## config.mk

```make
export PLATFORM = sky130hd
export DESIGN_NAME = humidity_temp_frame_decoder_top
export DESIGN_NICKNAME = d
export VERILOG_FILES = /design/src/hdl/htfd_pkg.sv /design/src/hdl/htfd_front.sv /design/src/hdl/htfd_fifo.sv /design/src/hdl/htfd_back.sv /design/src/hdl/humidity_temp_frame_decoder_top.sv
export SDC_FILE = /design/constraint.sdc
export NUM_CORES = 1
export LEC_CHECK = 0
export ABC_AREA = 0
export BUFFER_PORTS_ARGS = -buffer_cell sky130_fd_sc_hd__buf_2
export CAP_MARGIN = 40
export CORE_AREA = 2 2 190 192
export CTS_BUF_LIST = sky130_fd_sc_hd__clkbuf_8
export CTS_CLUSTER_SIZE = 14
export DETAILED_ROUTE_END_ITERATION = 10
export DIE_AREA = 0 0 192 194
export GPL_TIMING_DRIVEN = 0
export PLACE_DENSITY = 0.7
export SYNTH_ARGS = -nofsm -noshare
export SYNTH_HDL_FRONTEND = slang
export SYNTH_SLANG_ARGS = --single-unit
```

## constraint.sdc

```tcl
create_clock -name aclk -period 8 [get_ports aclk]
set_input_delay 0 -clock aclk [delete_from_list [all_inputs] [get_ports aclk]]
set_output_delay 0 -clock aclk [all_outputs]
set_load 0.01 [all_outputs]
```

## src/hdl/htfd_pkg.sv

```systemverilog
package htfd_pkg;

    localparam int unsigned CFG_ADDR_W = 3;
    localparam int unsigned CFG_DATA_W = 32;
    localparam int unsigned FIFO_DEPTH = 2;

    // register indexes, byte address is 4 * index
    localparam logic REG_CRC_CHECK = 1'b0;
    localparam logic REG_ENABLE    = 1'b1;

    localparam logic [1:0] STATUS_OK       = 2'd0;
    localparam logic [1:0] STATUS_BUSY     = 2'd1;
    localparam logic [1:0] STATUS_CRC_ERR  = 2'd2;
    localparam logic [1:0] STATUS_DISABLED = 2'd3;

    localparam logic [7:0] CRC_POLY = 8'h31;
    localparam logic [7:0] CRC_INIT = 8'hFF;
    localparam logic [2:0] LAST_BYTE_IDX = 3'd6;

    localparam logic [13:0] HUM_SCALE  = 14'd10000;
    localparam logic [14:0] TEMP_SCALE = 15'd20000;
    localparam logic signed [15:0] TEMP_OFFSET = 16'sd5000;

    localparam int unsigned TDATA_W = 72;

    typedef struct packed {
        logic crc_check_enable;
        logic block_enabled;
    } cfg_t;

    typedef struct packed {
        logic [1:0]  status;
        logic [19:0] hum_raw;
        logic [19:0] temp_raw;
    } frame_rec_t;

    function automatic logic [7:0] crc8_byte(input logic [7:0] crc, input logic [7:0] b);
        logic [7:0] c;
        c = crc ^ b;
        for (int i = 0; i < 8; i++) begin
            if (c[7]) begin
                c = {c[6:0], 1'b0} ^ CRC_POLY;
            end else begin
                c = {c[6:0], 1'b0};
            end
        end
        return c;
    endfunction

endpackage

```

## src/hdl/htfd_front.sv

```systemverilog
module htfd_front (
    input  logic                aclk,
    input  logic                aresetn,
    input  htfd_pkg::cfg_t      cfg,
    input  logic                s_tvalid,
    output logic                s_tready,
    input  logic [7:0]          s_tdata,   // rx_byte
    input  logic [0:0]          s_tuser,   // frame_start
    input  logic                fifo_full,
    output logic                push,
    output htfd_pkg::frame_rec_t push_rec
);
    import htfd_pkg::*;

    logic [2:0]  count_reg, count_next;
    logic [7:0]  crc_reg, crc_next;
    logic        busy_reg, busy_next;
    logic [19:0] hum_reg, hum_next;
    logic [19:0] temp_reg, temp_next;

    logic        accept;
    logic [2:0]  eff_count;
    logic [7:0]  eff_crc;
    logic        last_byte;

    assign s_tready  = !fifo_full;
    assign accept    = s_tvalid && s_tready;
    // a frame start restarts the count and the crc before this byte goes in
    assign eff_count = s_tuser[0] ? 3'd0 : count_reg;
    assign eff_crc   = s_tuser[0] ? CRC_INIT : crc_reg;
    assign last_byte = (eff_count == LAST_BYTE_IDX);

    always_comb begin
        count_next = count_reg;
        crc_next   = crc_reg;
        busy_next  = busy_reg;
        hum_next   = hum_reg;
        temp_next  = temp_reg;
        if (accept) begin
            unique case (eff_count)
                3'd0: busy_next = s_tdata[7];
                3'd1: hum_next = {s_tdata, 12'd0};
                3'd2: hum_next = hum_reg | {8'd0, s_tdata, 4'd0};
                3'd3: begin
                    hum_next  = hum_reg | {16'd0, s_tdata[7:4]};
                    temp_next = {s_tdata[3:0], 16'd0};
                end
                3'd4: temp_next = temp_reg | {4'd0, s_tdata, 8'd0};
                3'd5: temp_next = temp_reg | {12'd0, s_tdata};
                default: ;
            endcase
            if (last_byte) begin
                count_next = 3'd0;
                crc_next   = CRC_INIT;
            end else begin
                count_next = eff_count + 3'd1;
                crc_next   = crc8_byte(eff_crc, s_tdata);
            end
        end
    end

    always_comb begin
        push_rec.hum_raw  = hum_reg;
        push_rec.temp_raw = temp_reg;
        priority if (!cfg.block_enabled) begin
            push_rec.status = STATUS_DISABLED;
        end else if (busy_reg) begin
            push_rec.status = STATUS_BUSY;
        end else if (cfg.crc_check_enable && (eff_crc != s_tdata)) begin
            push_rec.status = STATUS_CRC_ERR;
        end else begin
            push_rec.status = STATUS_OK;
        end
    end

    assign push = accept && last_byte;

    always_ff @(posedge aclk) begin
        if (!aresetn) begin
            count_reg <= 3'd0;
            crc_reg   <= CRC_INIT;
            busy_reg  <= 1'b0;
            hum_reg   <= 20'd0;
            temp_reg  <= 20'd0;
        end else begin
            count_reg <= count_next;
            crc_reg   <= crc_next;
            busy_reg  <= busy_next;
            hum_reg   <= hum_next;
            temp_reg  <= temp_next;
        end
    end

endmodule

```

## src/hdl/htfd_fifo.sv

```systemverilog
module htfd_fifo #(
    parameter int unsigned DEPTH = htfd_pkg::FIFO_DEPTH
) (
    input  logic                 aclk,
    input  logic                 aresetn,
    input  logic                 push,
    input  htfd_pkg::frame_rec_t push_rec,
    output logic                 full,
    input  logic                 pop,
    output logic                 head_valid,
    output htfd_pkg::frame_rec_t head_rec
);
    import htfd_pkg::*;

    localparam int unsigned AW = (DEPTH > 1) ? $clog2(DEPTH) : 1;
    localparam int unsigned CW = $clog2(DEPTH + 1);
    localparam logic [AW-1:0] LAST_PTR = AW'(DEPTH - 1);
    localparam logic [CW-1:0] FULL_CNT = CW'(DEPTH);

    frame_rec_t          mem_reg [DEPTH];
    logic [AW-1:0]       wr_ptr_reg, wr_ptr_next;
    logic [AW-1:0]       rd_ptr_reg, rd_ptr_next;
    logic [CW-1:0]       cnt_reg, cnt_next;
    logic                do_push, do_pop;

    assign full       = (cnt_reg == FULL_CNT);
    assign head_valid = (cnt_reg != '0);
    assign head_rec   = mem_reg[rd_ptr_reg];
    assign do_push    = push && !full;
    assign do_pop     = pop && head_valid;

    always_comb begin
        wr_ptr_next = wr_ptr_reg;
        rd_ptr_next = rd_ptr_reg;
        cnt_next    = cnt_reg;
        if (do_push) begin
            wr_ptr_next = (wr_ptr_reg == LAST_PTR) ? '0 : wr_ptr_reg + AW'(1);
        end
        if (do_pop) begin
            rd_ptr_next = (rd_ptr_reg == LAST_PTR) ? '0 : rd_ptr_reg + AW'(1);
        end
        if (do_push && !do_pop) begin
            cnt_next = cnt_reg + CW'(1);
        end else if (do_pop && !do_push) begin
            cnt_next = cnt_reg - CW'(1);
        end
    end

    always_ff @(posedge aclk) begin
        if (do_push) begin
            mem_reg[wr_ptr_reg] <= push_rec;
        end
    end

    always_ff @(posedge aclk) begin
        if (!aresetn) begin
            wr_ptr_reg <= '0;
            rd_ptr_reg <= '0;
            cnt_reg    <= '0;
        end else begin
            wr_ptr_reg <= wr_ptr_next;
            rd_ptr_reg <= rd_ptr_next;
            cnt_reg    <= cnt_next;
        end
    end

endmodule

```

## src/hdl/htfd_back.sv

```systemverilog
module htfd_back (
    input  logic                 aclk,
    input  logic                 aresetn,
    input  logic                 head_valid,
    input  htfd_pkg::frame_rec_t head_rec,
    output logic                 pop,
    output logic                 m_tvalid,
    input  logic                 m_tready,
    output logic [htfd_pkg::TDATA_W-1:0] m_tdata,  // humidity_raw, temperature_raw,
                                                    // humidity_centipercent,
                                                    // temperature_centidegree, zero pad
    output logic [1:0]           m_tuser    // frame_status
);
    import htfd_pkg::*;

    logic               valid_reg;
    logic [1:0]         status_reg;
    logic [19:0]        hum_raw_reg, temp_raw_reg;
    logic [13:0]        hum_cp_reg;
    logic [14:0]        temp_cd_reg;

    logic [33:0]        hum_prod;
    logic [34:0]        temp_prod;
    logic signed [15:0] temp_diff;
    logic               ok;

    assign pop = head_valid && (!valid_reg || m_tready);
    assign ok  = (head_rec.status == STATUS_OK);

    // scale by 10000 / 2^20 and 20000 / 2^20, keep integer part, temp minus 5000
    assign hum_prod  = {14'd0, head_rec.hum_raw} * {20'd0, HUM_SCALE};
    assign temp_prod = {15'd0, head_rec.temp_raw} * {20'd0, TEMP_SCALE};
    assign temp_diff = $signed({1'b0, temp_prod[34:20]}) - TEMP_OFFSET;

    always_ff @(posedge aclk) begin
        if (pop) begin
            status_reg   <= head_rec.status;
            hum_raw_reg  <= ok ? head_rec.hum_raw : 20'd0;
            temp_raw_reg <= ok ? head_rec.temp_raw : 20'd0;
            hum_cp_reg   <= ok ? hum_prod[33:20] : 14'd0;
            temp_cd_reg  <= ok ? temp_diff[14:0] : 15'd0;
        end
    end

    always_ff @(posedge aclk) begin
        if (!aresetn) begin
            valid_reg <= 1'b0;
        end else if (pop) begin
            valid_reg <= 1'b1;
        end else if (m_tready) begin
            valid_reg <= 1'b0;
        end
    end

    assign m_tvalid = valid_reg;
    assign m_tuser  = status_reg;
    assign m_tdata  = {3'd0, temp_cd_reg, hum_cp_reg, temp_raw_reg, hum_raw_reg};

endmodule

```

## src/hdl/humidity_temp_frame_decoder_top.sv

```systemverilog
// humidity and temperature sensor response frame decoder
// input stream: one response byte per request, s_tdata = byte, s_tuser = frame start
// (marks the status byte and restarts the byte count and crc). seven bytes make
// a frame: status, five data bytes, crc. the seventh byte produces one result on
// the output stream: m_tuser = frame status (ok, busy, crc mismatch, not enabled),
// m_tdata = raw humidity and temperature words and the scaled values.
// apb port: register 0 at 0x0 is crc check enable (reset 1), register 1 at 0x4 is
// block enable (reset 0); write only while the stream is idle.
// throughput: one byte per cycle while the queue has room; the crc step is combinational.
// path: once the seventh byte is accepted, the frame is written into the queue; from the
// queue head the scaling multipliers feed the output register, which drives m_tvalid.
// reset clears the partial frame, the queue and the output valid flag, and loads
// the register defaults. when the receiver stalls the output register holds and
// the queue fills; s_tready drops only while the queue is full, so bytes keep
// flowing through up to FIFO_DEPTH completed frames behind a stalled output.
module humidity_temp_frame_decoder_top #(
    parameter int unsigned FIFO_DEPTH = htfd_pkg::FIFO_DEPTH
) (
    input  logic                              aclk,
    input  logic                              aresetn,
    input  logic                              psel,
    input  logic                              penable,
    input  logic                              pwrite,
    input  logic [htfd_pkg::CFG_ADDR_W-1:0]   paddr,
    input  logic [htfd_pkg::CFG_DATA_W-1:0]   pwdata,
    output logic [htfd_pkg::CFG_DATA_W-1:0]   prdata,
    output logic                              pready,
    input  logic                              s_tvalid,
    output logic                              s_tready,
    input  logic [7:0]                        s_tdata,  // rx_byte
    input  logic [0:0]                        s_tuser,  // frame_start
    output logic                              m_tvalid,
    input  logic                              m_tready,
    output logic [htfd_pkg::TDATA_W-1:0]      m_tdata,  // humidity_raw, temperature_raw,
                                                        // humidity_centipercent,
                                                        // temperature_centidegree, zero pad
    output logic [1:0]                        m_tuser   // frame_status
);
    import htfd_pkg::*;

    cfg_t       cfg_reg;
    logic       wr_en;
    logic       reg_idx;
    logic       push, fifo_full, pop, head_valid;
    frame_rec_t push_rec, head_rec;

    assign pready  = 1'b1;
    assign reg_idx = paddr[2];
    assign wr_en   = psel && penable && pwrite && pready;

    always_ff @(posedge aclk) begin
        if (!aresetn) begin
            cfg_reg.crc_check_enable <= 1'b1;
            cfg_reg.block_enabled    <= 1'b0;
        end else if (wr_en) begin
            unique case (reg_idx)
                REG_CRC_CHECK: cfg_reg.crc_check_enable <= pwdata[0];
                REG_ENABLE:    cfg_reg.block_enabled    <= pwdata[0];
                default: ;
            endcase
        end
    end

    always_comb begin
        unique case (reg_idx)
            REG_CRC_CHECK: prdata = {{(CFG_DATA_W-1){1'b0}}, cfg_reg.crc_check_enable};
            REG_ENABLE:    prdata = {{(CFG_DATA_W-1){1'b0}}, cfg_reg.block_enabled};
            default:       prdata = '0;
        endcase
    end

    htfd_front u_front (
        .aclk      (aclk),
        .aresetn   (aresetn),
        .cfg       (cfg_reg),
        .s_tvalid  (s_tvalid),
        .s_tready  (s_tready),
        .s_tdata   (s_tdata),
        .s_tuser   (s_tuser),
        .fifo_full (fifo_full),
        .push      (push),
        .push_rec  (push_rec)
    );

    htfd_fifo #(
        .DEPTH (FIFO_DEPTH)
    ) u_fifo (
        .aclk       (aclk),
        .aresetn    (aresetn),
        .push       (push),
        .push_rec   (push_rec),
        .full       (fifo_full),
        .pop        (pop),
        .head_valid (head_valid),
        .head_rec   (head_rec)
    );

    htfd_back u_back (
        .aclk       (aclk),
        .aresetn    (aresetn),
        .head_valid (head_valid),
        .head_rec   (head_rec),
        .pop        (pop),
        .m_tvalid   (m_tvalid),
        .m_tready   (m_tready),
        .m_tdata    (m_tdata),
        .m_tuser    (m_tuser)
    );

endmodule
```

### After elaboration in Yosys (flattened, before gate mapping)

Memories as Yosys holds them, arrays and structs flattened. A register that Yosys moved wholly into a read port is not among the register bits.
Cells that the tools add are included.

| cells by class | value |
|---|---|
| reductions and logical operators | 27 |
| add/subtract/negate cells | 6 |
| multiplexer cells | 42 |
| divide/modulo/power cells | 0 |
| $lt $le $gt $ge | 0 |
| eq/ne operators | 8 |
| bitwise operators | 14 |
| $mul | 2 |
| shifts and indexed selects | 0 |

Operator list:

| cell | number |
|---|---|
| $mux W8 | 16 |
| $pmux W20 S3 | 2 |
| $pmux W32 S2 | 1 |
| $mul A20 B10 Y30 const B | 2 |
| $mux W6 | 8 |
| $not A3 Y3 | 8 |
| $or A20 B12 Y20 | 1 |
| $or A20 B16 Y20 | 1 |
| $or A20 B4 Y20 | 1 |
| $or A20 B8 Y20 | 1 |
| $sub A15 B13 Y15 const B | 1 |
| $logic_and A1 B1 Y1 | 10 |
| $mux W2 | 5 |
| $reduce_and A2 Y1 | 5 |
| $eq A3 B3 Y1 const B | 3 |
| $mux W1 | 8 |
| $ne A8 B8 Y1 | 1 |
| $xor A8 B8 Y8 | 1 |
| $eq A3 B2 Y1 const B | 2 |
| $mux W3 | 2 |
| $reduce_bool A2 Y1 | 3 |
| $reduce_bool A3 Y1 | 2 |
| $logic_not A1 Y1 | 4 |
| $add A3 B1 Y3 const B | 1 |
| other kinds (9) | 10 |

| word-level totals | value |
|---|---|
| latch bits | 0 |
| flip-flop bits (word level) | 130 |
| input bits | 51 |
| output and inout bits | 109 |
| ROM bits | 0 |
| memories kept | 1 |
| memory bits (writable) | 84 |
| word-level logic and storage cells | 116 |

Memories:

| memory | words | bits a word | read ports | clocked after memory_dff | write ports | line | RTL |
|---|---|---|---|---|---|---|---|
| u_fifo.mem_reg | 2 | 42 | 1 | 1 | 1 | htfd_fifo.sv:20 | `frame_rec_t mem_reg [DEPTH];` |

### Depth between registers and ports, before layout

Gate-level depths: netlist of run 1.

| depth | value |
|---|---|
| depth in word-level cells | 33 |
| depth in mapped cells | 28 |
| gate-level depth less buffers | 25 |

### Modules after synthesis

A second synthesis of run 1 with hierarchy kept.

| unflattened totals | value |
|---|---|
| cells, all modules | 1,341 |
| area, all modules | 14,677.8 sq um |

By module, submodules not included:

| module | times used | cells each | area an instance (sq um) | sequential area each (sq um) |
|---|---|---|---|---|
| htfd_back | 1 | 878 | 8,767.2 | 2,152.1 |
| htfd_fifo | 1 | 156 | 3,256.9 | 2,622.5 |
| htfd_front | 1 | 262 | 2,299.7 | 1,041.0 |
| humidity_temp_frame_decoder_top | 1 | 45 | 354.1 | 40.0 |

### Least setup slack after synthesis of run 1

Ideal clock, no wire load.

| path | value |
|---|---|
| kind | register -> register |
| start point | register with a tool-made name |
| end point | register u_back.temp_cd_reg[13] (data pin) |
| setup slack | 1.061 ns |
| arrival time | 6.673 ns |
| path buffers | 3 |
| period minus slack after synthesis | 6.939 ns |
| required time | 7.734 ns |
| setup time | 0.266 ns |
| stages on the path, launching flop included | 26 |
| path through | dfxtp_1 > buf_6 > clkbuf_1 > clkbuf_1 > mux2i_1 > inv_1 > fa_1 > ha_1 > fa_1 > ha_1 > inv_1 > fa_1 > inv_1 > ha_1 > and4_1 > a31oi_1 > a311o_4 > a21o_1 > nor3b_1 > or2_2 > ha_1 > o211ai_1 > a31oi_1 > a211oi_1 > xor2_1 > nor2_1 |

RTL lines:

| element | line | RTL |
|---|---|---|
| end signal: assignment | htfd_back.sv:41 | `temp_cd_reg <= ok ? temp_diff[14:0] : 15'd0;` |
| end: declaration | htfd_back.sv:20 | `logic [14:0] temp_cd_reg;` |

==> metrics.txt, run 1 <==
status finished clean; startpoint types register; Post-synth ARST share 0%; io pins 160; vias per inst roughly 4.8; Critical R2R Capture u_back.temp_cd_reg[13]; first-pass GRT wire length ~48 mm; PortBufs slightly below 90; Hold Path Origin s_tdata[5]; Slew Viols, Final 0; fmax 138.3 MHz; Post-CTS Setup Bufs 0; initial antenna violation count 0; die area between 0.03 and 0.04 mm²; Residual DRC 0; Worst Tran Pin Value about 0.82 ns; Horiz. Die Dim roughly 190 µm; ys flop type edfxtp_1; MaxCap Viol Count 0; Final min period approximately 7.2 ns; WS Path Type register to register; Initial Util between 40% and 50%; Synth cell types between 60 and 70; DRT antenna net count 0; GRT Util Overall between 10% and 20%; pin count of the biggest net entering global routing 36; R2R setup slack 0.77 ns; clk sink count around 220; CP endpoint kind register; Syn. warnings 0; WL/cell between 10 and 15 µm; die height 194 µm; Yosys top cell area share about 32%; # nets final roughly 1800; syn_area_per_cell roughly 11 µm²; DP HPWL about 22 mm; final WL 29.17 mm; cell taking the most area after synthesis edfxtp_1; Final Hold Fails 0; Iteration-0 DRC Markers around 540; GRT overflow 0; n_diodes 0; Max Root-Sink Buffers 3; Area Growth Syn to Fin 15.42%; router iterations before antenna repair 5; gpl congestion 0.8521; Max-slew headroom between 40% and 50%; fin crit share approximately nine tenths; setup repair after global routing missed its margin false; vias in the first global route approximately 9400; synthesized area ~0.014 mm²; Worst Hold Endpoint u_front.temp_reg[5]; Worst R2R Path Depth 25; Synth Area in Compound Gates roughly 8.1%; layout cells sized above 1 ~14%; main combinational cell family by area after synthesis adder cells; xor/xnor share of the synthesized area 3.483%; H-Tree Depth 2; Worst Hold Margin about 0.044 ns; Synth Area in Simple Gates roughly 7.9%; core area 0.03522 mm²; adder-cell area share of the yosys netlist 27.03%; Seq/Total Area, Yosys roughly two fifths; register bit total from synthesis between 200 and 250; Worst-path clk slew 0.06 ns; CP arrival 7.48 ns; Worst Hold Depth 3; root buf cell clkbuf_8; max reg flops 84; WP data required about 8.3 ns; Fin Clk Skew 0.03567 ns; Worst Path Max Fanout 17; clk_lat worst skew about 0.55 ns; worst hold path class input port to register; Post-synth EDFFs ~160; multiplexer area fraction after synthesis ~4.0%; main area contributors after synthesis edfxtp_1, ha_1, fa_1; CTS tree built; cell count after synthesis roughly 1300; Num CTS Buffers 38; Rows 69; final setup violation count 0; via count between 9000 and 10000
metrics by stage:
step / worst slack (ns) / utilization [%] / cell area, µm² / TNS, ns / cells
finish: 0.7684 / 46.96 / 16540 / 0 / 1952
global route: 0.3314 / 46.96 / 16540 / 0 / 1952
CTS: 0.02241 / 46.95 / 16540 / 0 / 1953
detailed placement: -0.02450 / 44.24 / 15580 / -0.02450 / 1874
global placement: -0.02286 / 43.91 / 15470 / -0.02286 / 1867
floorplan: 1.061 / - / 14460 / 0 / 1319
critical path, cell delays in order, from the launching register on:
cell	delay, ns
dfxtp_1	0.32
buf_6	0.22
clkbuf_2	0.38
mux2i_1	0.56
buf_2	0.27
inv_1	0.08
fa_1	0.46
ha_1	0.33
fa_1	0.48
ha_1	0.29
inv_1	0.05
fa_1	0.49
inv_1	0.04
ha_1	0.32
and4_1	0.22
a31oi_1	0.09
a311o_4	0.44
a21o_1	0.24
nor3b_1	0.17
or2_2	0.28
ha_1	0.21
o211ai_1	0.18
a31oi_1	0.19
a211oi_1	0.32
xor2_1	0.21
nor2_1	0.06
worst max path at each step:
stage / cells after the start / to / from
6_report: 25 / u_back.temp_cd_reg[13] / register
2_1_floorplan: 25 / u_back.temp_cd_reg[13] / register
3_3_place_gp: 25 / u_back.temp_cd_reg[13] / register
4_1_cts: 26 / u_back.temp_cd_reg[13] / register
3_5_place_dp: 25 / u_back.temp_cd_reg[13] / register
5_1_grt: 25 / u_back.temp_cd_reg[13] / register
what timing repair did:
action	4_1_cts	5_1_grt
endpoints found under the setup margin	1	8
gates resized for setup	1	6
hold buffers	11	0
hold endpoints to repair	27	0
Yosys cell counts (8+ instances only):
cell type  number
a21o_1         19
ha_1          164
buf_1           8
nand2_1        30
edfxtp_1      155
o211ai_1       11
and2_1         12
o21a_1          9
fa_1           91
o21ai_0        25
a211oi_1       12
nor3_1         10
clkbuf_1       23
nand3_1         8
xnor2_1        43
mux2i_1        46
inv_1         223
dfxtp_1        60
a21oi_1        60
xor2_1         14
mux2_2          9
nor2b_1        21
buf_4          35
nor2_1        115
area by class of cell:
class                      instances  area [µm²]
multi-input combinational        814        7396
clock buffer                      45       619.3
buffer                            66       389.1
tap                              461       576.8
inverter                         223       837.1
timing repair buffer             105       645.6
sequential                       215        5856
clock inverter                    23       221.5
fill                            3250       18680
logic make-up after synthesis:
logic type / after synthesis
AO/OA/AOI/OAI: 174
XOR/XNOR: 57
adder cells (fa/ha/maj): 255
buffers and inverters: 290
flip-flops: 215
multiplexers: 56
other: 2
AND/OR/NAND/NOR: 237
metal layers:
| metal | share of wire, % | vias to the layer above | wire, µm | GRT usage [%] |
|---|---|---|---|---|
| met5 | 0 | - | 0 | 0 |
| met4 | 2.5 | 0 | 728 | 4.806 |
| met3 | 5.1 | 51 | 1490 | 2.950 |
| met2 | 46 | 221 | 13530 | 26.55 |
| met1 | 46 | 4420 | 13430 | 21.76 |
| li1 | - | 4619 | - | - |
layout by cell type (no fill, tap or decap), drive strengths merged, types with 11 or more instances in the layout:
master         n
inv          233
clkbuf        68
buf          137
a21o          19
and2          13
a21oi         60
ha           164
xnor2         43
o211ai        12
nand2         30
dfxtp         60
edfxtp       155
a211oi        12
dlygate4sd3   11
fa            91
o21ai         26
mux2i         46
nor2b         21
conb          35
nor2         115
xor2          14
Power of run 1 is left out: the tool's default activity adds up to more than one toggle a clock period on the data nets, which glitch-free logic cannot reach.
==> run 2: changes to the inputs <==
==> constraint.sdc (replaced) <==
create_clock -name aclk -period 7.3 [get_ports aclk]
set_input_delay 0 -clock aclk [delete_from_list [all_inputs] [get_ports aclk]]
set_output_delay 0 -clock aclk [all_outputs]
set_load 0.01 [all_outputs]
==> metrics.txt, run 2 (synthesis gave the netlist of run 1 again) <==
final WL 29.28 mm (+0.36%); Critical Path Max Stage Delay 0.49 ns (-0.07 ns); Worst Tran Pin Value 0.8481 ns (+0.02533 ns); WL/cell 15.00 µm (+0.36%); most used cell, CP ha_1; clk sink count 215 (unchanged); # nets final 1769 (unchanged); Final Hold Fails 0 (unchanged); GRT overflow 0 (unchanged); cell family with most CP delay adder cells; CP Buf/Inv Count 6 (unchanged); gpl congestion 0.8521 (unchanged); io pins 160 (unchanged); n_diodes 0 (unchanged); max reg flops 84 (unchanged); startpoint types register; die area 0.03725 mm² (unchanged); final setup violation count 0 (unchanged); Post-DP Area 0.01558 mm² (unchanged); status finished clean; Worst Hold Depth 3 (unchanged); pin count of the biggest net entering global routing 36 (unchanged); MaxCap Viol Count 0 (unchanged); Fin Clk Skew 0.03651 ns (+0.0008340 ns); most common cell after layout, fill and taps aside inv_1; # fillers 3239 (-0.34%); GRT Util Overall 16.16% (about the same); Max Root-Sink Buffers 3 (unchanged); Horiz. Die Dim 192 µm (unchanged); core area 0.03522 mm² (unchanged); CP endpoint kind register; Iteration-0 DRC Markers 495 (-7.8%); Slowest cell on crit path fa_1; initial antenna violation count 0 (unchanged); fin crit share 94.80% (+4.4 points); Worst R2R Path Depth 25 (unchanged); Hold Path Origin s_tdata[5]; Max-slew headroom 43.46% (-0.12 points); H-Tree Depth 2 (unchanged); Initial Util 40.69% (unchanged); Critical R2R Capture u_back.temp_cd_reg[13]; CTS tree built; Area Growth Syn to Fin 15.91%; CP arrival 7.18 ns (-0.30 ns); layout cells sized above 1 14.89% (+0.54 points); clk_lat worst skew 0.56 ns (about the same); via count 9331 (+0.21%); Post-CTS Setup Bufs 0 (unchanged); met2 wire length 13.63 mm (+0.74%); WS Path Type register to register; DR top layer met4; setup TNS 0 ns (unchanged); vias per inst 4.780 (+0.21%); router iterations before antenna repair 8 (+3); Worst Hold Endpoint u_front.temp_reg[5]; DP HPWL 22.46 mm (unchanged); Residual DRC 0 (unchanged); fmax 144.5 MHz (+4.5%); die height 194 µm (unchanged); design area 0.01661 mm² (+0.42%); R2R setup slack 0.38 ns (-0.39 ns); Final min period 6.921 ns (-0.3108 ns); worst hold path class input port to register; Slew Viols, Final 0 (unchanged); WP data required 7.56 ns (-0.69 ns); Worst Path Max Fanout 17 (unchanged); Worst-path clk slew 0.06 ns (about the same); Metal-1 WL 13.11 mm (-2.3%); Rows 69 (unchanged); DRT antenna net count 0 (unchanged); most frequent cells in the layout inv_1, ha_1, edfxtp_1, nor2_1, fa_1; PortBufs 87 (unchanged); Num CTS Buffers 38 (unchanged); met3 wire length 1.763 mm (+18%); first-pass GRT wire length 47.77 mm (about the same); vias in the first global route 9451 (+0.11%); root buf cell clkbuf_8
run 2: cell types whose count changed in the layout (fill, tap and decap cells not counted), sizes merged:
| cell | delta |
|---|---|
| clkbuf | -1 |
| buf | +1 |
run 2: layout make-up:
cell class                      instances  area, µm²  share of cell area [%]
Sequential cell                       215       5856                   35.25
Buffer                                 66      395.4                   2.380
Clock inverter                         23      221.5                   1.333
Clock buffer                           45      619.3                   3.729
Multi-Input combinational cell        814       7460                   44.91
Inverter                              223      837.1                   5.039
Timing Repair Buffer                  105      645.6                   3.887
Tap cell                              461      576.8                   3.472
run 2: per-stage QoR:
stage | setup slack (ns) | util (%) | instances | hold slack (ns)
CTS | 0.1970 | 46.99 | 1952 | 0.01027
global route | -0.0009504 | 47.16 | 1952 | 0.01999
global placement | -0.7229 | 43.91 | 1867 | 0.2274
finish | 0.3792 | 47.16 | 1952 | 0.04502
floorplan | 0.3609 | - | 1319 | 0.1242
detailed placement | -0.7245 | 44.24 | 1874 | 0.2329
run 2: worst max path at each step:
stage              from                endpoint  slack, ns  cells after the start
2_1_floorplan  register  u_back.temp_cd_reg[13]       0.36                     25
3_3_place_gp   register  u_back.temp_cd_reg[13]      -0.72                     25
3_5_place_dp   register  u_back.temp_cd_reg[13]      -0.72                     25
4_1_cts        register  u_back.temp_cd_reg[13]       0.20                     25
5_1_grt        register  u_back.temp_cd_reg[13]     -0.001                     25
6_report       register  u_back.temp_cd_reg[13]       0.38                     25
run 2: worst register-to-register path: cells and delay by family, from the launching register on:
family          cells  cell delay, ns
compound gates      6            1.46
mux                 1            0.38
flops               1            0.32
buf+inv             6            0.91
fa+ha+maj           7            2.58
simple gates        4            0.74
xor+xnor            1            0.22
run 2: repair_timing:
item,CTS,global route
hold buffers,11,0
hold endpoints to repair,27,0
resized for setup,8,12
endpoints found under the setup margin,16,4
run 2: per-layer routing:
layer / vias up / GRT usage, %
met2: 252 / 26.66
met3: 54 / 3.041
li1: 4611 / -
met1: 4414 / 21.63
met5: - / 0
met4: 0 / 4.722
Power of run 2 is left out for the same reason.
==> run 3: changes to the inputs <==
--- a/config.mk
+++ b/config.mk
@@ -14,7 +14,9 @@
 export DETAILED_ROUTE_END_ITERATION = 10
 export DIE_AREA = 0 0 192 194
 export GPL_TIMING_DRIVEN = 0
+export HOLD_SLACK_MARGIN = 0.15
 export PLACE_DENSITY = 0.7
+export SLEW_MARGIN = 30
 export SYNTH_ARGS = -nofsm -noshare
 export SYNTH_HDL_FRONTEND = slang
 export SYNTH_SLANG_ARGS = --single-unit
==> metrics.txt, run 3 (synthesis gave the netlist of run 1 again) <==
die height 194 µm (unchanged); clk_lat worst skew 0.55 ns (about the same); GRT overflow 0 (unchanged); Area Growth Syn to Fin 16.61%; setup repair after global routing missed its margin false; CP endpoint kind register; Post-CTS Setup Bufs 0 (unchanged); Max-slew headroom 44.71% (+1.3 points); io pins 160 (unchanged); clk sink count 215 (unchanged); GRT Util Overall 16.16% (about the same); Fin Clk Skew 0.01312 ns (-0.02339 ns); Non-Filler Instances 1966 (+0.72%); WS Path Type register to register; Rows 69 (unchanged); Final min period 6.976 ns (+0.05566 ns); first-pass GRT wire length 47.91 mm (+0.30%); CTS tree built; pre-CTS setup slack -0.7600 ns (-0.03546 ns); max reg flops 84 (unchanged); vias in the first global route 9486 (+0.37%); design area 0.01671 mm² (+0.60%); most frequent cells in the layout inv_1, ha_1, edfxtp_1, nor2_1, buf_2; gpl congestion 0.8521 (unchanged); Worst Tran Pin Value 0.8062 ns (-0.04190 ns); Residual DRC 0 (unchanged); setup ws final 0.3236 ns (-0.05566 ns); WP data required 7.58 ns (+0.02 ns); die area 0.03725 mm² (unchanged); Slew Viols, Final 0 (unchanged); core area 0.03522 mm² (unchanged); # nets final 1780 (+0.62%); Post-Place Cells 1875 (+0.053%); Worst Path Max Fanout 17 (unchanged); pin count of the biggest net entering global routing 43 (+19%); WL/cell 14.95 µm (-0.34%); initial antenna violation count 0 (unchanged); worst hold path class input port to register; Horiz. Die Dim 192 µm (unchanged); fmax 143.3 MHz (-0.80%); MaxCap Viol Count 0 (unchanged); DP HPWL 22.59 mm (+0.58%); root buf cell clkbuf_8; PortBufs 87 (unchanged); fin crit share 95.57% (+0.76 points); CP arrival 7.25 ns (+0.07 ns); startpoint types register; Iteration-0 DRC Markers 465 (-6.1%); vias per inst 4.775 (-0.11%); H-Tree Depth 2 (unchanged); layout cells sized above 1 14.75% (-0.14 points); final WL 29.39 mm (+0.37%); n_diodes 0 (unchanged); Num CTS Buffers 39 (+2.6%); most common cell after layout, fill and taps aside inv_1; Final Hold Fails 0 (unchanged); final setup violation count 0 (unchanged); router iterations before antenna repair 5 (-3); status finished clean; via count 9388 (+0.61%); # fillers 3232 (-0.22%); Post-DP Area 0.01564 mm² (+0.35%); Initial Util 40.69% (unchanged); Worst-path clk slew 0.06 ns (about the same); DRT antenna net count 0 (unchanged); Max Root-Sink Buffers 3 (unchanged)
[run 3: cell types whose count changed in the layout (fill, tap and decap cells not counted), sizes merged]
cell | before | now
dlygate4sd3 | 11 | 19
clkbuf | 67 | 64
clkinv | 6 | 12
buf | 138 | 140
inv | 233 | 235
bufinv | 4 | 3
[run 3: repair_timing]
action,4_1_cts,5_1_grt
gates resized for setup,10,9
hold buffers,19,0
cloned,0,0
hold endpoints to repair,60,0
setup endpoints to repair,15,5
[run 3: per-layer routing]
| metal | vias to the layer above | part of all wire [%] | GRT usage (%) |
|---|---|---|---|
| met4 | 0 | 2.3 | 4.863 |
| met1 | 4439 | 46 | 21.52 |
| met5 | - | 0 | 0 |
| li1 | 4647 | - | - |
| met2 | 252 | 47 | 27.00 |
| met3 | 50 | 4.7 | 2.624 |
[run 3: path summary, 6_finish.rpt]
check / cells past startpoint / startpoint / end / slack, ns
hold / removal: 4 / paddr[2] / cfg_reg[1] / 0.28
setup / recovery: 24 / register / u_back.temp_cd_reg[13] / 0.32
setup reg to reg: 24 / register / u_back.temp_cd_reg[13] / 0.32
hold reg to reg: 0 / u_front.hum_reg[18] / u_fifo.mem_reg[0][38] / 0.45
[run 3: critical path, stage by stage (launching register included)]
cell	delay, ns
dfxtp_1	0.32
buf_6	0.22
clkbuf_4	0.33
mux2i_2	0.41
inv_1	0.23
fa_1	0.52
ha_1	0.32
fa_1	0.48
ha_1	0.30
inv_1	0.06
fa_1	0.50
inv_1	0.04
ha_1	0.32
and4_1	0.22
a31oi_1	0.10
a311o_4	0.44
a21o_1	0.23
nor3b_1	0.16
or2_2	0.28
ha_1	0.21
o211ai_1	0.18
a31oi_1	0.20
a211oi_1	0.32
xor2_1	0.22
nor2_1	0.06
[run 3: area by class of cell]
class / count / area [µm²] / share of cell area (%)
flip-flops and latches: 215 / 5856 / 35.04
multi-input cells: 814 / 7448 / 44.57
clock buffers: 42 / 578.1 / 3.459
plain buffers: 66 / 392.9 / 2.351
clock inverters: 30 / 232.7 / 1.393
well taps: 461 / 576.8 / 3.452
inverters: 223 / 837.1 / 5.009
repair buffers: 115 / 789.5 / 4.724
[run 3: metrics by stage]
stage	hold WS, ns	utilization (%)	TNS [ns]
CTS	0.2603	47.33	0
floorplan	0.1242	-	0
detailed placement	0.2325	44.39	-4.033
finish	0.2839	47.44	0
global route	0.3074	47.44	0
global placement	0.2274	43.91	-3.572
Power of run 3 is left out for the same reason.
